[src/hw/rtl/mgm_pkg.sv]
// Shared types, S-box table and round helpers for the Magma cipher pipeline.
// No dependencies; used by mgm_key_regs, mgm_round and the top level.
`default_nettype none

package mgm_pkg;

    localparam int unsigned NUM_ROUNDS = 32;
    localparam int unsigned NUM_KEYS   = 8;
    localparam int unsigned ROT_LEFT   = 11;

    // Register indexes of the key words
    typedef enum logic [3:0] {
        REG_KEY_0 = 4'd0,
        REG_KEY_1 = 4'd1,
        REG_KEY_2 = 4'd2,
        REG_KEY_3 = 4'd3,
        REG_KEY_4 = 4'd4,
        REG_KEY_5 = 4'd5,
        REG_KEY_6 = 4'd6,
        REG_KEY_7 = 4'd7
    } t_reg_index;

    typedef logic [NUM_KEYS-1:0][31:0] t_key_set;

    // One block in flight: operation and the two halves
    typedef struct packed {
        logic        func;
        logic [31:0] lo;
        logic [31:0] hi;
    } t_beat;

    localparam logic [3:0] SBOX [8][16] = '{
        '{4'hc, 4'h4, 4'h6, 4'h2, 4'ha, 4'h5, 4'hb, 4'h9,
          4'he, 4'h8, 4'hd, 4'h7, 4'h0, 4'h3, 4'hf, 4'h1},
        '{4'h6, 4'h8, 4'h2, 4'h3, 4'h9, 4'ha, 4'h5, 4'hc,
          4'h1, 4'he, 4'h4, 4'h7, 4'hb, 4'hd, 4'h0, 4'hf},
        '{4'hb, 4'h3, 4'h5, 4'h8, 4'h2, 4'hf, 4'ha, 4'hd,
          4'he, 4'h1, 4'h7, 4'h4, 4'hc, 4'h9, 4'h6, 4'h0},
        '{4'hc, 4'h8, 4'h2, 4'h1, 4'hd, 4'h4, 4'hf, 4'h6,
          4'h7, 4'h0, 4'ha, 4'h5, 4'h3, 4'he, 4'h9, 4'hb},
        '{4'h7, 4'hf, 4'h5, 4'ha, 4'h8, 4'h1, 4'h6, 4'hd,
          4'h0, 4'h9, 4'h3, 4'he, 4'hb, 4'h4, 4'h2, 4'hc},
        '{4'h5, 4'hd, 4'hf, 4'h6, 4'h9, 4'h2, 4'hc, 4'ha,
          4'hb, 4'h7, 4'h8, 4'h1, 4'h4, 4'h3, 4'he, 4'h0},
        '{4'h8, 4'he, 4'h2, 4'h5, 4'h6, 4'h9, 4'h1, 4'hc,
          4'hf, 4'h4, 4'hb, 4'h0, 4'hd, 4'ha, 4'h3, 4'h7},
        '{4'h1, 4'h7, 4'he, 4'hd, 4'h0, 4'h5, 4'h8, 4'h3,
          4'h4, 4'hf, 4'ha, 4'h6, 4'h9, 4'hc, 4'hb, 4'h2}
    };

    // Round function: add key, substitute each nibble, rotate left by 11
    function automatic logic [31:0] g_round(logic [31:0] k, logic [31:0] x);
        logic [31:0] s;
        logic [31:0] t;
        s = x + k;
        for (int i = 0; i < 8; i++) begin
            t[4*i +: 4] = SBOX[i][s[4*i +: 4]];
        end
        return {t[31-ROT_LEFT:0], t[31:32-ROT_LEFT]};
    endfunction

    // Key schedule: forward order in the first three passes when encrypting,
    // only in the first pass when decrypting; reversed order otherwise
    function automatic logic [2:0] key_index(logic [4:0] round, logic dec);
        logic [1:0] pass;
        logic       fwd;
        pass = round[4:3];
        fwd  = dec ? (pass == 2'd0) : (pass != 2'd3);
        return fwd ? round[2:0] : ~round[2:0];
    endfunction

endpackage

`default_nettype wire

[src/hw/rtl/mgm_round.sv]
// One Feistel round of the cipher with its own output register and valid bit.
// Depends on mgm_pkg for the beat type, round function and key schedule.
`default_nettype none

module mgm_round #(
    parameter int unsigned ROUND = 0
) (
    input  wire logic              i_clk,
    input  wire logic              i_rst_n,
    input  wire logic              i_valid,
    output logic                   o_ready,
    input  wire mgm_pkg::t_beat    i_beat,
    input  wire mgm_pkg::t_key_set i_keys,
    output logic                   o_valid,
    input  wire logic              i_ready,
    output mgm_pkg::t_beat         o_beat
);

    logic           r_valid;
    mgm_pkg::t_beat r_beat;
    mgm_pkg::t_beat n_beat;
    logic [31:0]    key;

    // Take a new beat when empty or when the held one moves on
    assign o_ready = !r_valid || i_ready;
    assign o_valid = r_valid;
    assign o_beat  = r_beat;

    // Even rounds write the high half, odd rounds the low half
    always_comb begin
        key    = i_keys[mgm_pkg::key_index(5'(ROUND), i_beat.func)];
        n_beat = i_beat;
        if ((ROUND % 2) == 0) begin
            n_beat.hi = i_beat.hi ^ mgm_pkg::g_round(key, i_beat.lo);
        end else begin
            n_beat.lo = i_beat.lo ^ mgm_pkg::g_round(key, i_beat.hi);
        end
    end

    always_ff @(posedge i_clk) begin
        if (!i_rst_n) begin
            r_valid <= 1'b0;
        end else if (o_ready) begin
            r_valid <= i_valid;
        end
    end

    // Load the payload only with an incoming beat; hold it otherwise
    always_ff @(posedge i_clk) begin
        if (o_ready && i_valid) begin
            r_beat <= n_beat;
        end
    end

endmodule

`default_nettype wire

[config.mk]
export PLATFORM = sky130hd
export DESIGN_NAME = mgm_round
export DESIGN_NICKNAME = d
export VERILOG_FILES = /design/src/hw/rtl/mgm_pkg.sv /design/src/hw/rtl/mgm_round.sv
export SDC_FILE = /design/constraint.sdc
export NUM_CORES = 1
export LEC_CHECK = 0
export BUFFER_PORTS_ARGS = -buffer_cell sky130_fd_sc_hd__buf_4
export CORE_AREA = 2 2 151 153
export DETAILED_ROUTE_END_ITERATION = 10
export DIE_AREA = 0 0 153 155
export GPL_ROUTABILITY_DRIVEN = 0
export REMOVE_ABC_BUFFERS = 1
export SLEW_MARGIN = 20
export SYNTH_ARGS = -nofsm -noshare
export SYNTH_HDL_FRONTEND = slang
export SYNTH_SLANG_ARGS = --single-unit
[constraint.sdc]
create_clock -name i_clk -period 5.9 [get_ports i_clk]
set_clock_uncertainty 0.15 [all_clocks]
set_input_delay 0.885 -clock i_clk [delete_from_list [all_inputs] [get_ports i_clk]]
set_output_delay 0.885 -clock i_clk [all_outputs]
set_load 0.01 [all_outputs]
==> flow_summary_export.csv, run 1 <==
group,metric,value,unit
synth,seq_area_frac_synth,0.3659,
min_path,min_delay_path_depth,2,
synth,syn_avg_cell_area,11.09,sq um
clock_tree,cts_buffers,9,
power_and_ir_drop,vdd.ir_drop.worst,175.8,uV
clock_tree,clk_latency,340,ps
placed_design,place_inst,934,
sta,finalHoldViolations,0,
setup_path,worst-setup-path-type,"input pin to flop",
layout,final_common_cell,"buf_4",
min_path,min-delay-start,"o_valid",
synth,synth_edf_count,65,
clock_tree,post_cts_resized,0,
clock_tree,post_cts_buffers,0,
floorplan,rows,55,
route,drtIter0Drc,247,
global_routing,grt_pass1_wl,24430,um
synth,synth.area.top_cells,"edfxtp_1 36%, ha_1 16%, xnor2_1 6.5%, mux4_2 4.6%, xor2_1 3.6%",
synth,async_reset_ff_frac,0,
global_routing,antenna_found_initial,2,
sta,rsz0062_at_grt,"no",
sta,finalCritPeriodShare,0.7661,
synth,yosys_warnings,0,
power_and_ir_drop,power_density,292.1,nW/um^2
setup_path,ff2ff_path_depth,3,
global_routing,grt_overflow,0,
sta,fin_ws,1380,ps
setup_path,r2r_setup_slack,3800,ps
route,dr_total_vias,4290,
floorplan,io_pins,392,
floorplan,start_util,0.2424,
floorplan,core_area,22230,sq um
sta,fmax,221.2,MHz
placed_design,place_ws,973.6,ps
setup_path,path_cells,"buf_4 -> ha_1 -> inv_1 -> fa_1 -> nor2b_4 -> o31a_1 -> a221oi_2 -> a211oi_1 -> or2_2 -> xor2_1 -> inv_1 -> ha_1 -> mux4_2 -> xnor2_1",
sta,drv_slew,0,
clock_tree,clock_path_buffers,2,
clock_tree,path_clk_slew,60,ps
sta,tns,0,ps
synth,ys_ff_latch,66,
clock_tree,cts-root-buf,"clkbuf_16",
setup_path,worstPathRequired,5850,ps
layout,instances_no_fill,951,
floorplan,dieArea,23720,sq um
layout,final_cell_mix,"168 x buf_4, 68 x ha_1, 65 x edfxtp_1, 40 x xnor2_1, 39 x inv_1",
layout,syn_to_final_growth,35.66,%
placed_design,portBuffers,167,
route,drtAntennaViolNets,0,
clock_tree,cts.sinks,66,
sta,slew_headroom,0.4311,
setup_path,r2r_end,"o_beat[26]",
sta,finalSetupViolCount,0,
route,wl,16630,um
layout,num-fill-cells,2242,
global_routing,first_global_vias,4145,
flow_run,maxCapViolations,0,
synth,synthCells,486,
clock_tree,ctsHoldBuffers,0,
global_routing,grt_max_degree,45,
route,routed_via_density,4.511,
route,routedWlPerCell,17.48,um
global_routing,grtUsageTotal,0.1373,
placed_design,hpwl,13420,um
floorplan,dieWidth,153,um
min_path,hold_end,"o_valid",
setup_path,reg2reg_from,"o_valid",
synth,yosysUniqueCellTypes,65,
setup_path,path_max_fanout,6,
route,drc,0,
setup_path,slowest_stage,"mux4_2",
synth,yosysTopAreaCellShare,0.3622,
clock_tree,cts_tree,"yes",
sta,worst_pin_slew,847.3,ps
setup_path,worstSetupEndpointType,"flop",
setup_path,max_stage_delay,500,ps
status,status,"finished clean",
synth,synth.largest_area_cell,"edfxtp_1",
setup_path,critPathLaunchType,"input pin",
setup_path,arrival,4470,ps
clock_tree,h-tree-depth,3,
synth,synth_ff_type,"edfxtp_1",
layout,nNetsFinal,1054,
layout,final_layout_size_suffix_gt1_frac,0.3293,
power_and_ir_drop,p_leak,3.193,nW
min_path,hp-class,"flop to flop",
route,dr.pass1.iters,4,
floorplan,die_h,155,um
synth,netlist_area,5389,sq um
sta,period_minus_slack,4520,ps
## cells in the mapped netlist (3+ instances only)
cell,n
nand4_1,4
o21ai_0,24
a31oi_1,6
o21a_1,4
or3_1,4
inv_1,39
nand2b_1,3
ha_1,68
xnor2_1,40
nand2_1,28
and2_1,6
a21oi_2,4
o211ai_1,8
a211oi_1,4
a21o_1,14
and3_1,8
nand3_1,8
xor2_1,22
nor2_1,23
a21oi_1,21
mux4_2,11
nor3_1,4
clkbuf_1,5
edfxtp_1,65
mux2i_1,12
## stage by stage
stage | utilization | hold slack [ps] | power, mW | instance area [sq um]
global route | 0.3289 | 436.4 | 2.279 | 7311
global placement | 0.3144 | 389.9 | 1.550 | 6989
detailed placement | 0.3144 | 395.8 | 1.560 | 6989
floorplan | - | 459.6 | 1.249 | 5370
finish | 0.3289 | 397.8 | 2.135 | 7311
CTS | 0.3288 | 406.8 | 2.162 | 7308
## flip-flops by register name, summed over array words and instances (netlist names)
name and flops:
o_valid 1, o_beat 65
## metal layers
layer	track usage	up-vias	share of wire
met2	0.1868	126	0.40
met3	0.06546	14	0.098
met1	0.1902	1996	0.49
met5	0	-	0.00066
li1	-	2152	-
met4	0.04409	2	0.013
## cell type report
type                    instances  area (sq um)  share of cell area
clock buffers                   9         225.2             0.03081
repair buffers                168          1261              0.1725
clock inverters                 7         93.84             0.01284
inverters                      39         146.4             0.02002
well taps                     285         356.6             0.04878
diodes                          1         2.502           0.0003423
flip-flops and latches         66          1972              0.2697
multi-input cells             376          3253              0.4450
## worst max-delay path, delay by kind of cell
kind / cells / cell delay, ps
xor gates and xnor gates: 2 / 580
adders and majority gates: 3 / 810
buffers and inverters: 3 / 380
muxes: 1 / 500
and+or+nand+nor: 2 / 410
AOI/OAI and AO/OA: 3 / 900
## kinds of logic after synthesis
group	Yosys count	share of synthesized area
flops	66	0.3659
compound gates	116	0.1574
fa+ha+maj	69	0.1616
xor+xnor	65	0.1131
simple gates	99	0.09194
mux	27	0.07941
buf+inv	44	0.03065
## power breakdown
part | internal [mW] | switching, mW
Clock | 0.369 | 0.219
Combinational | 0.430 | 0.471
Sequential | 0.624 | 0.0219
## worst max path at each step
stage                     end       start  cells past startpoint  slack (ps)
finish              o_beat[2]  i_beat[32]                     14        1380
global route        o_beat[0]  i_beat[32]                     16        1100
CTS                 o_beat[2]  i_beat[32]                     14        1320
detailed placement  o_beat[2]  i_beat[32]                     14         970
global placement    o_beat[2]  i_beat[32]                     14        1030
floorplan           o_beat[2]  i_beat[32]                     13        1650
(Power assumes the default switching activity.)
==> inputs of run 2 (changes only) <==
==> constraint.sdc (replaced) <==
create_clock -name i_clk -period 4.7 [get_ports i_clk]
set_clock_uncertainty 0.15 [all_clocks]
set_input_delay 0.705 -clock i_clk [delete_from_list [all_inputs] [get_ports i_clk]]
set_output_delay 0.705 -clock i_clk [all_outputs]
set_load 0.01 [all_outputs]
==> run 2 against run 1 <==
Largest cell class unchanged; worst hold slack lost 1.8 ps; die area unchanged; largest power group unchanged; clock power is 15% higher; core utilization is 0.13 points higher; critical path depth up 1.
==> flow_summary_export.csv, run 2 (synthesis gave the netlist of run 1 again) <==
group,metric,value,unit
sta,drv_slew,0,
clock_tree,post_cts_buffers,0,
power_and_ir_drop,vdd.ir_drop.worst,193.7,uV
layout,final_layout_size_suffix_gt1_frac,0.3348,
layout,instances_no_fill,961,
floorplan,rows,55,
min_path,hp-class,"flop to flop",
global_routing,grtUsageTotal,0.1411,
clock_tree,post_cts_resized,0,
setup_path,r2r_end,"o_beat[26]",
global_routing,grt_max_degree,45,
setup_path,crit_cells,15,
clock_tree,clk_latency,340,ps
clock_tree,path_clk_slew,60,ps
floorplan,core_area,22230,sq um
setup_path,path_buf_inv,3,
placed_design,hpwl,13510,um
sta,rsz0062_at_grt,"no",
clock_tree,clock_path_buffers,2,
setup_path,reg2reg_from,"o_valid",
setup_path,path_cells,"buf_4 -> ha_1 -> inv_1 -> fa_1 -> nor2b_4 -> o31a_1 -> a221oi_2 -> a211oi_1 -> or2_2 -> a31oi_1 -> xnor2_1 -> inv_1 -> ha_1 -> mux4_2 -> xnor2_1",
sta,fmax,243.0,MHz
power_and_ir_drop,combPwrFrac,0.437,
sta,period_minus_slack,4115,ps
floorplan,io_pins,392,
layout,num-fill-cells,2239,
setup_path,crit_start,"i_beat[32]",
floorplan,start_util,0.2424,
layout,nNetsFinal,1061,
layout,final_cell_mix,"175 x buf_4, 68 x ha_1, 65 x edfxtp_1, 40 x xnor2_1, 39 x inv_1",
power_and_ir_drop,p_leak,3.208,nW
status,status,"finished clean",
setup_path,worstSetupEndpointType,"flop",
clock_tree,h-tree-depth,3,
power_and_ir_drop,post-layout-total-power,2.638,mW
power_and_ir_drop,switching_power,891.9,uW
global_routing,grt_overflow,0,
route,drc,0,
placed_design,portBuffers,167,
route,routed_via_density,4.473,
clock_tree,cts.sinks,66,
setup_path,worstPathRequired,4650,ps
route,routedWlPerCell,17.21,um
route,wl,16540,um
power_and_ir_drop,seqPwrFrac,0.307,
setup_path,ff2ff_path_depth,3,
placed_design,place_area,7042,sq um
setup_path,max_stage_delay,470,ps
route,dr_total_vias,4299,
layout,stdcell_area,7340,sq um
setup_path,arrival,4060,ps
setup_path,cp_top_family,"compound AO/OA/AOI/OAI gates",
global_routing,grt_pass1_wl,25290,um
placed_design,place_inst,941,
power_and_ir_drop,intPower,1.746,mW
sta,tns,0,ps
sta,finalCritPeriodShare,0.8756,
floorplan,die_h,155,um
clock_tree,cts-root-buf,"clkbuf_16",
power_and_ir_drop,power_density,359.4,nW/um^2
setup_path,r2r_setup_slack,2650,ps
clock_tree,ctsHoldBuffers,0,
floorplan,dieWidth,153,um
power_and_ir_drop,p_sw_frac,0.3381,
layout,largest_reg_flops,65,
layout,syn_to_final_growth,36.20,%
sta,finalHoldViolations,0,
setup_path,slowest_stage,"mux4_2",
clock_tree,cts_tree,"yes",
flow_run,maxCapViolations,0,
power_and_ir_drop,clkPwrFrac,0.256,
global_routing,first_global_vias,4246,
layout,final_common_cell,"buf_4",
route,dr.pass1.iters,4,
floorplan,dieArea,23720,sq um
global_routing,antenna_found_initial,2,
sta,worst_pin_slew,837.7,ps
route,drtAntennaViolNets,0,
route,drtIter0Drc,233,
setup_path,critPathLaunchType,"input pin",
setup_path,path_max_fanout,7,
setup_path,endpoint,"o_beat[7]",
setup_path,worst-setup-path-type,"input pin to flop",
sta,slew_headroom,0.4375,
clock_tree,cts_buffers,9,
sta,finalSetupViolCount,0,
run 2: stage by stage:
| stage | utilization | worst slack [ps] | hold WS (ps) |
|---|---|---|---|
| after floorplan | - | 633.5 | 459.6 |
| after global placement | 0.3168 | 269.4 | 385.6 |
| after detailed placement | 0.3168 | 220.8 | 387.8 |
| after CTS | 0.3298 | 591.2 | 386.0 |
| after global routing | 0.3299 | 424.1 | 386.0 |
| final | 0.3302 | 584.7 | 396.0 |
run 2: area by class of cell:
cell class,instances,area (sq um),area share
Clock inverter,5,55.05,0.007501
Timing Repair Buffer,175,1314,0.1790
Antenna cell,4,10.01,0.001364
Tap cell,285,356.6,0.04859
Sequential cell,66,1972,0.2687
Clock buffer,11,232.7,0.03171
Inverter,39,146.4,0.01995
Multi-Input combinational cell,376,3253,0.4432
run 2: how the worst min path moves through the flow:
| stage | startpoint | endpoint | cells past startpoint |
|---|---|---|---|
| after floorplan | o_valid | o_valid | 2 |
| after global placement | o_valid | o_valid | 2 |
| after detailed placement | o_valid | o_valid | 2 |
| after CTS | i_beat[37] | o_beat[37] | 1 |
| after global routing | i_beat[63] | o_beat[63] | 1 |
| final | o_valid | o_valid | 2 |
run 2: power by group through the flow:
stage	registers [mW]	logic, mW	clock network, mW
2_1_floorplan	0.868	0.700	0
3_3_place_gp	0.816	1.15	0
3_5_place_dp	0.819	1.16	0
4_1_cts	0.811	1.17	0.698
5_1_grt	0.819	1.28	0.718
6_report	0.809	1.15	0.675
run 2: layer usage:
metal,share of wire,up-vias,wire length [um],track usage
li1,-,2171,-,-
met1,0.48,1982,7879,0.1966
met2,0.39,120,6532,0.1860
met3,0.10,24,1714,0.06574
met4,0.024,2,403,0.05688
met5,0.00067,-,11,0
run 2: worst register-to-register path, stage by stage (launching register included):
cell and delay, ps:
dfxtp_1 310, nand2b_1 100, and2_2 490, buf_4 590
