==> config.mk <==
export PLATFORM = sky130hd
export DESIGN_NAME = mgm_key_regs
export DESIGN_NICKNAME = d
export VERILOG_FILES = /design/src/hw/rtl/mgm_pkg.sv /design/src/hw/rtl/mgm_key_regs.sv
export SDC_FILE = /design/constraint.sdc
export NUM_CORES = 1
export LEC_CHECK = 0
export ABC_AREA = 1
export BUFFER_PORTS_ARGS = -buffer_cell sky130_fd_sc_hd__buf_2
export CAP_MARGIN = 20
export CORE_MARGIN = 1
export CORE_UTILIZATION = 30
export DETAILED_ROUTE_END_ITERATION = 8
export SLEW_MARGIN = 25
export SYNTH_ARGS = -nofsm -noshare
export SYNTH_HDL_FRONTEND = slang
export SYNTH_SLANG_ARGS = --single-unit
==> constraint.sdc <==
create_clock -name i_clk -period 1.8 [get_ports i_clk]
set_input_delay 0.36 -clock i_clk [delete_from_list [all_inputs] [get_ports i_clk]]
set_output_delay 0.36 -clock i_clk [all_outputs]
set_load 0.05 [all_outputs]
==> src/hw/rtl/mgm_pkg.sv <==
// Shared types, S-box table and round helpers for the Magma cipher pipeline.
// No dependencies; used by mgm_key_regs, mgm_round and the top level.
`default_nettype none

package mgm_pkg;

    localparam int unsigned NUM_ROUNDS = 32;
    localparam int unsigned NUM_KEYS   = 8;
    localparam int unsigned ROT_LEFT   = 11;

    // Register indexes of the key words
    typedef enum logic [3:0] {
        REG_KEY_0 = 4'd0,
        REG_KEY_1 = 4'd1,
        REG_KEY_2 = 4'd2,
        REG_KEY_3 = 4'd3,
        REG_KEY_4 = 4'd4,
        REG_KEY_5 = 4'd5,
        REG_KEY_6 = 4'd6,
        REG_KEY_7 = 4'd7
    } t_reg_index;

    typedef logic [NUM_KEYS-1:0][31:0] t_key_set;

    // One block in flight: operation and the two halves
    typedef struct packed {
        logic        func;
        logic [31:0] lo;
        logic [31:0] hi;
    } t_beat;

    localparam logic [3:0] SBOX [8][16] = '{
        '{4'hc, 4'h4, 4'h6, 4'h2, 4'ha, 4'h5, 4'hb, 4'h9,
          4'he, 4'h8, 4'hd, 4'h7, 4'h0, 4'h3, 4'hf, 4'h1},
        '{4'h6, 4'h8, 4'h2, 4'h3, 4'h9, 4'ha, 4'h5, 4'hc,
          4'h1, 4'he, 4'h4, 4'h7, 4'hb, 4'hd, 4'h0, 4'hf},
        '{4'hb, 4'h3, 4'h5, 4'h8, 4'h2, 4'hf, 4'ha, 4'hd,
          4'he, 4'h1, 4'h7, 4'h4, 4'hc, 4'h9, 4'h6, 4'h0},
        '{4'hc, 4'h8, 4'h2, 4'h1, 4'hd, 4'h4, 4'hf, 4'h6,
          4'h7, 4'h0, 4'ha, 4'h5, 4'h3, 4'he, 4'h9, 4'hb},
        '{4'h7, 4'hf, 4'h5, 4'ha, 4'h8, 4'h1, 4'h6, 4'hd,
          4'h0, 4'h9, 4'h3, 4'he, 4'hb, 4'h4, 4'h2, 4'hc},
        '{4'h5, 4'hd, 4'hf, 4'h6, 4'h9, 4'h2, 4'hc, 4'ha,
          4'hb, 4'h7, 4'h8, 4'h1, 4'h4, 4'h3, 4'he, 4'h0},
        '{4'h8, 4'he, 4'h2, 4'h5, 4'h6, 4'h9, 4'h1, 4'hc,
          4'hf, 4'h4, 4'hb, 4'h0, 4'hd, 4'ha, 4'h3, 4'h7},
        '{4'h1, 4'h7, 4'he, 4'hd, 4'h0, 4'h5, 4'h8, 4'h3,
          4'h4, 4'hf, 4'ha, 4'h6, 4'h9, 4'hc, 4'hb, 4'h2}
    };

    // Round function: add key, substitute each nibble, rotate left by 11
    function automatic logic [31:0] g_round(logic [31:0] k, logic [31:0] x);
        logic [31:0] s;
        logic [31:0] t;
        s = x + k;
        for (int i = 0; i < 8; i++) begin
            t[4*i +: 4] = SBOX[i][s[4*i +: 4]];
        end
        return {t[31-ROT_LEFT:0], t[31:32-ROT_LEFT]};
    endfunction

    // Key schedule: forward order in the first three passes when encrypting,
    // only in the first pass when decrypting; reversed order otherwise
    function automatic logic [2:0] key_index(logic [4:0] round, logic dec);
        logic [1:0] pass;
        logic       fwd;
        pass = round[4:3];
        fwd  = dec ? (pass == 2'd0) : (pass != 2'd3);
        return fwd ? round[2:0] : ~round[2:0];
    endfunction

endpackage

`default_nettype wire

==> src/hw/rtl/mgm_key_regs.sv <==
// Key word register file written through the configuration port.
// Depends on mgm_pkg for the key set type and register indexes.
`default_nettype none

module mgm_key_regs (
    input  wire logic              i_clk,
    input  wire logic              i_rst_n,
    input  wire logic              i_cfg_valid,
    output logic                   o_cfg_ready,
    input  wire logic [3:0]        i_cfg_index,
    input  wire logic [31:0]       i_cfg_data,
    output mgm_pkg::t_key_set      o_keys
);

    mgm_pkg::t_key_set r_keys;
    mgm_pkg::t_key_set n_keys;

    assign o_cfg_ready = 1'b1;
    assign o_keys      = r_keys;

    // Decode the index; drop writes beyond the last key word
    always_comb begin
        n_keys = r_keys;
        if (i_cfg_valid) begin
            unique case (i_cfg_index)
                mgm_pkg::REG_KEY_0: n_keys[0] = i_cfg_data;
                mgm_pkg::REG_KEY_1: n_keys[1] = i_cfg_data;
                mgm_pkg::REG_KEY_2: n_keys[2] = i_cfg_data;
                mgm_pkg::REG_KEY_3: n_keys[3] = i_cfg_data;
                mgm_pkg::REG_KEY_4: n_keys[4] = i_cfg_data;
                mgm_pkg::REG_KEY_5: n_keys[5] = i_cfg_data;
                mgm_pkg::REG_KEY_6: n_keys[6] = i_cfg_data;
                mgm_pkg::REG_KEY_7: n_keys[7] = i_cfg_data;
                default:            n_keys    = r_keys;
            endcase
        end
    end

    always_ff @(posedge i_clk) begin
        if (!i_rst_n) begin
            r_keys <= '0;
        end else begin
            r_keys <= n_keys;
        end
    end

endmodule

`default_nettype wire

==> flow_summary.yaml, run 1 <==
pwr:
  p_leak_nw: 6.78
  power_density_nw_per_um2: 1010
  ir_drop_mv: 0.599
clocking:
  postCtsHoldBufs: 0
  cts_buffers: 28
  cts_sinks: 256
  clock_path_buffers: 3
  postCtsSetupBuffers: 0
  tritoncts: "done"
  clk_pin_slew_ns: 0.06
  worst_skew_pair.late_latency_ns: 0.54
  h-tree-depth: 1
  post_cts_resized: 0
  root_buffer: "clkbuf_16"
detailed_routing:
  drc: 0
  ant_nets: 0
  drtIter0Drc: 515
  wire_per_inst_um: 14.7
  drtPass1Iterations: 5
  drt_wl_total_um: 32500
  via_per_inst: 4.40
  vias: 9718
flow_run:
  drv_cap: 0
worst_setup_path:
  path_class: "register to output port"
  cp-startpoint: "o_keys[151]"
  critPathLaunchType: "register"
  cp-end-kind: "output port"
  cp_top_family: "flip-flops"
  cp_slowest_cell: "dfxtp_1"
  worst-path-buf-inv: 1
  cp_slowest_stage_delay_ns: 0.37
  path_cells: "buf_2"
  crit_required_ns: 1.44
  worstPathArrival_ns: 1.19
  crit_path_max_fanout: 2
  r2r-start: "o_keys[7]"
yosys:
  postSynthCellCount: 1490
  yosysTopAreaCell: "dfxtp_1"
  synth_cell_types: 15
  synth_compound_area_share_pct: 0
  syn_nets: 1529
  synthAdderAreaFrac_pct: 0
  synth_top_family_by_area: "simple AND/OR/NAND/NOR gates"
  synth_xor_area_share_pct: 0
  ys_warn_count: 0
  synth_area_um2: 10100
  syn_area_per_cell_um2: 6.78
  synth_top_area_share_pct: 50.7
  synth-simple-area-share_pct: 41.2
  ys_seq_elements: 256
  ys_seq_area_share_pct: 50.7
  muxShareOfSynthArea_pct: 0
  synth_area_leaders: "dfxtp_1 51%, nor2_1 19%, nand2_1 17%"
cells_and_area:
  fill_cells: 3546
  drive_gt1_share_pct: 21.2
  num_antenna_cells: 0
  nNetsFinal: 1787
  final_cells: 2209
  syn2layout_area_growth_pct: 28.7
  largest_reg_flops: 256
sta:
  finalHoldViolCount: 0
  rsz0062_at_grt: "false"
  timing.fmax_ghz: 0.644
  worst_pin_slew_ns: 0.628
  post-route-min-period_ns: 1.55
  final.period_utilization_pct: 86.3
  slew_headroom_pct: 58.1
  setup_viol: 0
  drv_slew: 0
  setup_tns_ns: 0
  skew_ns: 0
grt:
  grt_start_max_net_pins: 83
  grt_use_total_pct: 18.3
  grt-ovfl-total: 0
  antenna_found_initial: 0
  grt_pass1_wl_um: 49200
  first_global_vias: 8726
hold_path:
  hp-start: "i_cfg_data[1]"
  hp-class: "input pin to register"
placed_design:
  dp_cells: 2160
  hpwl_um: 22700
  io_buffers: 294
  gp_congestion: 0.805
die:
  die_h_um: 186
  initial_core_util_pct: 30.8
  core_um2: 32900
  rows: 66
  io_pins: 296
  die_w_um: 186
  die-area_um2: 34400
status:
  outcome: "completed"
## final cells by class
cell class                 instances  area (um2)  share of cell area (%)
clock buffer                      44         882                    6.78
clock inverter                     5        77.6                   0.596
inverter                         100         375                    2.89
multi-input combinational       1043        4190                    32.2
sequential                       256        5120                    39.4
tap                              442         553                    4.25
timing repair buffer             319        1810                    13.9
## metrics by stage
stage               util, %  total power [mW]  instance area, um2  setup slack, ns  hold slack [ns]
floorplan                 -              6.93               10100            0.481            0.495
global placement       36.7              7.35               12000            0.218            0.456
detailed placement     36.7              7.37               12000            0.192            0.466
CTS                    39.6              13.3               13000            0.207           0.0431
global route           39.6              13.7               13000            0.185           0.0601
finish                 39.6              13.2               13000            0.247           0.0700
## logic make-up after synthesis
| family | count (synthesis) |
|---|---|
| buffers and inverters | 191 |
| DFF | 256 |
| other | 1 |
| and+or+nand+nor | 1042 |
## layout by cell type, fill, tap and decap left out, drive strengths merged
cell        n
clkinvlp    1
inv       100
buf       318
clkbuf     45
dfxtp     256
bufinv      2
clkinv      2
nor2      522
nand3       3
nand3b      1
nand4      64
conb        1
nand2     452
## Yosys cell counts
library cell / number
nand3_4: 1
dfxtp_1: 256
buf_1: 9
nand3_1: 1
buf_4: 17
nand4_1: 64
nor2_1: 518
nand2_1: 452
nor2_8: 4
conb_1: 1
nand3b_1: 1
nand3_2: 1
inv_1: 100
clkbuf_1: 36
buf_2: 29
## path summary, 6_finish.rpt
check | to | slack [ns] | depth (start not counted)
min reg2reg | o_keys[190] | 0.47 | 2
max | o_keys[151] | 0.25 | 1
min | o_keys[97] | 0.07 | 3
max reg2reg | o_keys[7] | 1.10 | 4
## per-layer routing
metal,share of wire (%),global-route usage (%),vias to the layer above,wire length (um)
li1,-,-,4970,-
met1,45,24.4,4412,14500
met2,45,29.6,295,14700
met3,8.3,4.52,41,2690
met4,1.6,4.10,0,523
met5,0,0,-,0
## power breakdown
part	internal [mW]	total [mW]	leakage (nW)	switching (mW)
Combinational	0.314	1.38	4.24	1.07
Sequential	5.79	5.86	2.07	0.0639
Clock	3.61	5.95	0.471	2.33
Total	9.72	13.2	6.78	3.46
Power figures use the tool's default switching activity.
==> inputs of run 2 (changes only) <==
- CORE_UTILIZATION: 30 -> 56
- PLACE_DENSITY: default -> 0.85
==> run 2 against run 1 <==
  * Wire length is 9.6% lower
  * Final area is 1.4% lower
  * Cell count is 9.6% lower
  * Core utilization is 34 points higher
  * Highest routed layer unchanged
  * Critical path type unchanged
==> flow_summary.yaml, run 2 (synthesized netlist as in run 1, its figures left out) <==
worst_setup_path:
  cp-end-kind: "output port"
  crit_path_max_fanout: 2
  path_class: "register to output port"
  cp_slowest_stage_delay_ns: 0.37
  cp_slowest_cell: "dfxtp_1"
  worstPathArrival_ns: 1.18
  path_cells: "buf_2"
  critPathLaunchType: "register"
  cp_top_family: "flip-flops"
  crit_required_ns: 1.44
  worst-path-buf-inv: 1
flow_run:
  drv_cap: 0
clocking:
  worst_skew_pair.late_latency_ns: 0.52
  h-tree-depth: 1
  postCtsSetupBuffers: 0
  root_buffer: "clkbuf_16"
  postCtsHoldBufs: 0
  post_cts_resized: 0
  tritoncts: "done"
  cts_sinks: 256
  clock_path_buffers: 3
  cts_buffers: 26
  clk_pin_slew_ns: 0.06
pwr:
  p_leak_nw: 6.83
  power_density_nw_per_um2: 1060
  ir_drop_mv: 0.739
detailed_routing:
  drt_wl_total_um: 29300
  vias: 10100
  wire_per_inst_um: 14.7
  drc: 0
  via_per_inst: 5.06
  drtPass1Iterations: 5
  drtIter0Drc: 676
  ant_nets: 0
sta:
  final.period_utilization_pct: 85.5
  finalWorstSetupSlack_ns: 0.262
  post-route-min-period_ns: 1.54
  setup_viol: 0
  timing.fmax_ghz: 0.650
  rsz0062_at_grt: "false"
  skew_ns: 0
  drv_slew: 0
  finalHoldViolCount: 0
  setup_tns_ns: 0
  hold_ws_ns: 0.102
die:
  die-area_um2: 18600
  core_um2: 17500
  rows: 48
  io_pins: 296
  die_w_um: 136
  initial_core_util_pct: 57.8
  die_h_um: 136
grt:
  grt_pass1_wl_um: 45100
  grt_start_max_net_pins: 65
  first_global_vias: 9003
  antenna_found_initial: 1
  grt_use_total_pct: 30.7
  grt-ovfl-total: 0
cells_and_area:
  mostFrequentLayoutCell: "nor2_1"
  final_cell_mix: "513 x nor2_1, 452 x nand2_1, 293 x buf_2"
  drive_gt1_share_pct: 21.7
  nNetsFinal: 1790
  post-route-util_pct: 73.4
  syn2layout_area_growth_pct: 26.9
  largest_reg_flops: 256
placed_design:
  gp_congestion: 0.871
  io_buffers: 294
  preCtsSetupSlack_ns: 0.207
  hpwl_um: 20100
hold_path:
  hp-class: "input pin to register"
status:
  outcome: "completed"
-- run 2: cell types whose count changed in the layout (fill, tap and decap cells not counted) --
cell and change:
clkbuf_8 -6, clkinvlp_4 +2, clkbuf_1 -5, clkinv_2 +3
clkbuf_16 -2, diode_2 +1, buf_4 +6, inv_6 +1
bufinv_16 +6, buf_12 -1
-- run 2: area by class of cell --
type                    count  area (um2)
clock buffers              31         731
repair buffers            324        1830
clock inverters            17         297
fillers                  1348        4650
diodes                      1        2.50
multi-input cells        1043        4190
well taps                 225         282
flip-flops and latches    256        5120
inverters                 100         375
-- run 2: per-layer routing --
metal	up-vias	GRT usage [%]	share of wire [%]
met5	-	0	0
met4	0	14.3	4.2
met1	4572	39.3	40
met3	85	6.79	9.5
li1	4983	-	-
met2	472	49.2	46
-- run 2: worst paths after layout --
| kind | start | endpoint | slack (ns) | cells past startpoint |
|---|---|---|---|---|
| worst min register to register | o_keys[224] | o_keys[224] | 0.48 | 2 |
| worst max-delay path | o_keys[89] | o_keys[89] | 0.26 | 1 |
| worst max register to register | o_keys[7] | o_keys[7] | 1.11 | 4 |
| worst min-delay path | i_cfg_data[1] | o_keys[1] | 0.10 | 3 |
-- run 2: metrics by stage --
stage / instances / total power, mW / cell area [um2]
6_report: 1997 / 13.6 / 12800
5_1_grt: 1997 / 14.0 / 12800
4_1_cts: 1996 / 13.6 / 12800
3_5_place_dp: 1948 / 7.33 / 11800
3_3_place_gp: 1948 / 7.30 / 11800
2_1_floorplan: 1490 / 6.93 / 10100
-- run 2: report_power, final --
group	total, mW	internal, mW	switching [mW]
Clock	6.34	4.05	2.29
Combinational	1.36	0.318	1.05
Sequential	5.86	5.79	0.0676
Total	13.6	10.2	3.40
==> inputs of run 3 (changes only) <==
--- a/config.mk
+++ b/config.mk
@@ -8,8 +8,8 @@
 export ABC_AREA = 1
-export BUFFER_PORTS_ARGS = -buffer_cell sky130_fd_sc_hd__buf_2
 export CAP_MARGIN = 20
 export CORE_MARGIN = 1
-export CORE_UTILIZATION = 56
+export CORE_UTILIZATION = 60
 export DETAILED_ROUTE_END_ITERATION = 8
-export PLACE_DENSITY = 0.85
+export DONT_BUFFER_PORTS = 1
+export PLACE_DENSITY = 0.76
 export SLEW_MARGIN = 25
--- a/constraint.sdc
+++ b/constraint.sdc
@@ -3,2 +3,2 @@
 set_output_delay 0.36 -clock i_clk [all_outputs]
-set_load 0.05 [all_outputs]
+set_load 0.005 [all_outputs]
==> run 3 against run 2 <==
  * Sequential power rose by 0.9%
  * Critical endpoint is now o_keys[205]
  * Power fell by 11%
  * Via count rose by 1.6%
==> flow_summary.yaml, run 3 (synthesized netlist as in run 1, its figures left out) <==
status:
  outcome: "completed"
die:
  die_w_um: 132
  die_h_um: 132
  die-area_um2: 17400
  io_pins: 296
  rows: 47
  core_um2: 16500
  initial_core_util_pct: 61.2
worst_setup_path:
  cp_slowest_cell: "dlygate4sd3_1"
  critPathLaunchType: "input pin"
  path_class: "input pin to register"
  crit_path_max_fanout: 24
  worstPathArrival_ns: 1.95
  cp_slowest_stage_delay_ns: 0.57
  cp-end-kind: "register"
  crit_required_ns: 2.22
  path_cells: "inv_1 > nand3_4 > nor2_8 > buf_12 > nand2_1 > nand2_1 > dlygate4sd3_1 > nor2_1"
  cp_common_cell: "nand2_1"
placed_design:
  postPlaceCellArea_um2: 10200
  hpwl_um: 17500
  preCtsSetupSlack_ns: 0.327
  gp_congestion: 0.822
  io_buffers: 0
grt:
  grt_pass1_wl_um: 51500
  grt_start_max_net_pins: 177
  first_global_vias: 9921
  grt-ovfl-total: 0
  antenna_found_initial: 0
  grt_use_total_pct: 37.0
pwr:
  p_leak_nw: 5.87
  power_density_nw_per_um2: 925
  ir_drop_mv: 0.742
sta:
  post-route-min-period_ns: 1.53
  final.period_utilization_pct: 85.1
  timing.fmax_ghz: 0.653
  skew_ns: 0
  finalHoldViolCount: 0
  finalWorstSetupSlack_ns: 0.267
  rsz0062_at_grt: "false"
  slew_headroom_pct: 54.5
  worst_pin_slew_ns: 0.683
  setup_viol: 0
  setup_tns_ns: 0
  drv_slew: 0
  hold_ws_ns: 0.00975
clocking:
  clk_pin_slew_ns: 0.06
  cts_buffers: 26
  worst_skew_pair.late_latency_ns: 0.52
  clock_path_buffers: 3
  tritoncts: "done"
  cts_sinks: 256
  root_buffer: "clkbuf_16"
  h-tree-depth: 1
hold_path:
  hp-class: "input pin to register"
detailed_routing:
  vias: 10300
  drtPass1Iterations: 5
  drt_wl_total_um: 33400
  ant_nets: 0
  wire_per_inst_um: 17.7
  drtIter0Drc: 939
  via_per_inst: 5.44
  drc: 0
cells_and_area:
  final_cell_mix: "513 x nor2_1, 452 x nand2_1, 256 x dfxtp_1"
  nNetsFinal: 1692
  drive_gt1_share_pct: 3.96
  mostFrequentLayoutCell: "nor2_1"
  num_antenna_cells: 0
  syn2layout_area_growth_pct: 29.6
  largest_reg_flops: 256
  fill_cells: 1050
  design_area_um2: 13100
flow_run:
  drv_cap: 0
==> run 3: cell count changes in the layout (fill, tap and decap cells not counted), sizes merged <==
cell / previous run / this run
diode: 1 / 0
bufinv: 8 / 1
clkinv: 5 / 4
clkinvlp: 3 / 0
clkbuf: 32 / 37
buf: 323 / 17
dlygate4sd3: 0 / 209
inv: 101 / 100
==> run 3: critical path: cells and delay by family <==
| family | cells | cell delay, ns |
|---|---|---|
| buf+inv | 3 | 0.86 |
| simple gates | 5 | 0.72 |
==> run 3: path summary, 6_finish.rpt <==
kind,startpoint,slack [ns],end,cells past startpoint
worst max-delay path,i_cfg_index[3],0.27,o_keys[205],8
worst min-delay path,i_cfg_data[14],0.01,o_keys[110],2
worst max register to register,o_keys[104],0.42,o_keys[104],5
worst min register to register,o_keys[144],0.50,o_keys[144],2
==> run 3: cell type report <==
class                           count  area [um2]  share of cell area [%]
Inverter                          100         375                    2.86
Timing Repair Buffer              226        2330                    17.8
Clock inverter                      5        50.0                   0.382
Sequential cell                   256        5120                    39.1
Clock buffer                       37         763                    5.82
Multi-Input combinational cell   1043        4190                    32.0
Tap cell                          220         275                    2.10
==> run 3: stage by stage <==
| step | utilization [%] | cells | total power, mW |
|---|---|---|---|
| 6_report | 79.3 | 1887 | 12.1 |
| 5_1_grt | 79.3 | 1887 | 12.5 |
| 4_1_cts | 79.2 | 1885 | 12.1 |
| 3_5_place_dp | 61.6 | 1635 | 6.58 |
| 3_3_place_gp | 61.6 | 1635 | 6.56 |
| 2_1_floorplan | - | 1490 | 6.51 |
==> run 3: per-layer routing <==
layer | part of all wire (%) | track usage (%) | vias up | wire length, um
met5 | 0 | 0 | - | 0
met4 | 5.4 | 19.6 | 0 | 1800
met3 | 12 | 13.4 | 147 | 3990
met2 | 46 | 61.1 | 643 | 15200
met1 | 37 | 42.0 | 4693 | 12300
li1 | - | - | 4788 | -
==> run 3: report_power, final <==
part           leakage, nW  switching (mW)  internal [mW]  total [mW]
logic                 3.39           0.515          0.444       0.959
clock network        0.404            2.20           3.06        5.25
registers             2.07           0.118           5.79        5.91
==> run 3: timing repair <==
action,CTS,global route
setup endpoints to repair,0,0
gates resized for setup,0,0
endpoints found under the hold margin,248,2
setup buffers,0,0
hold buffers,208,2
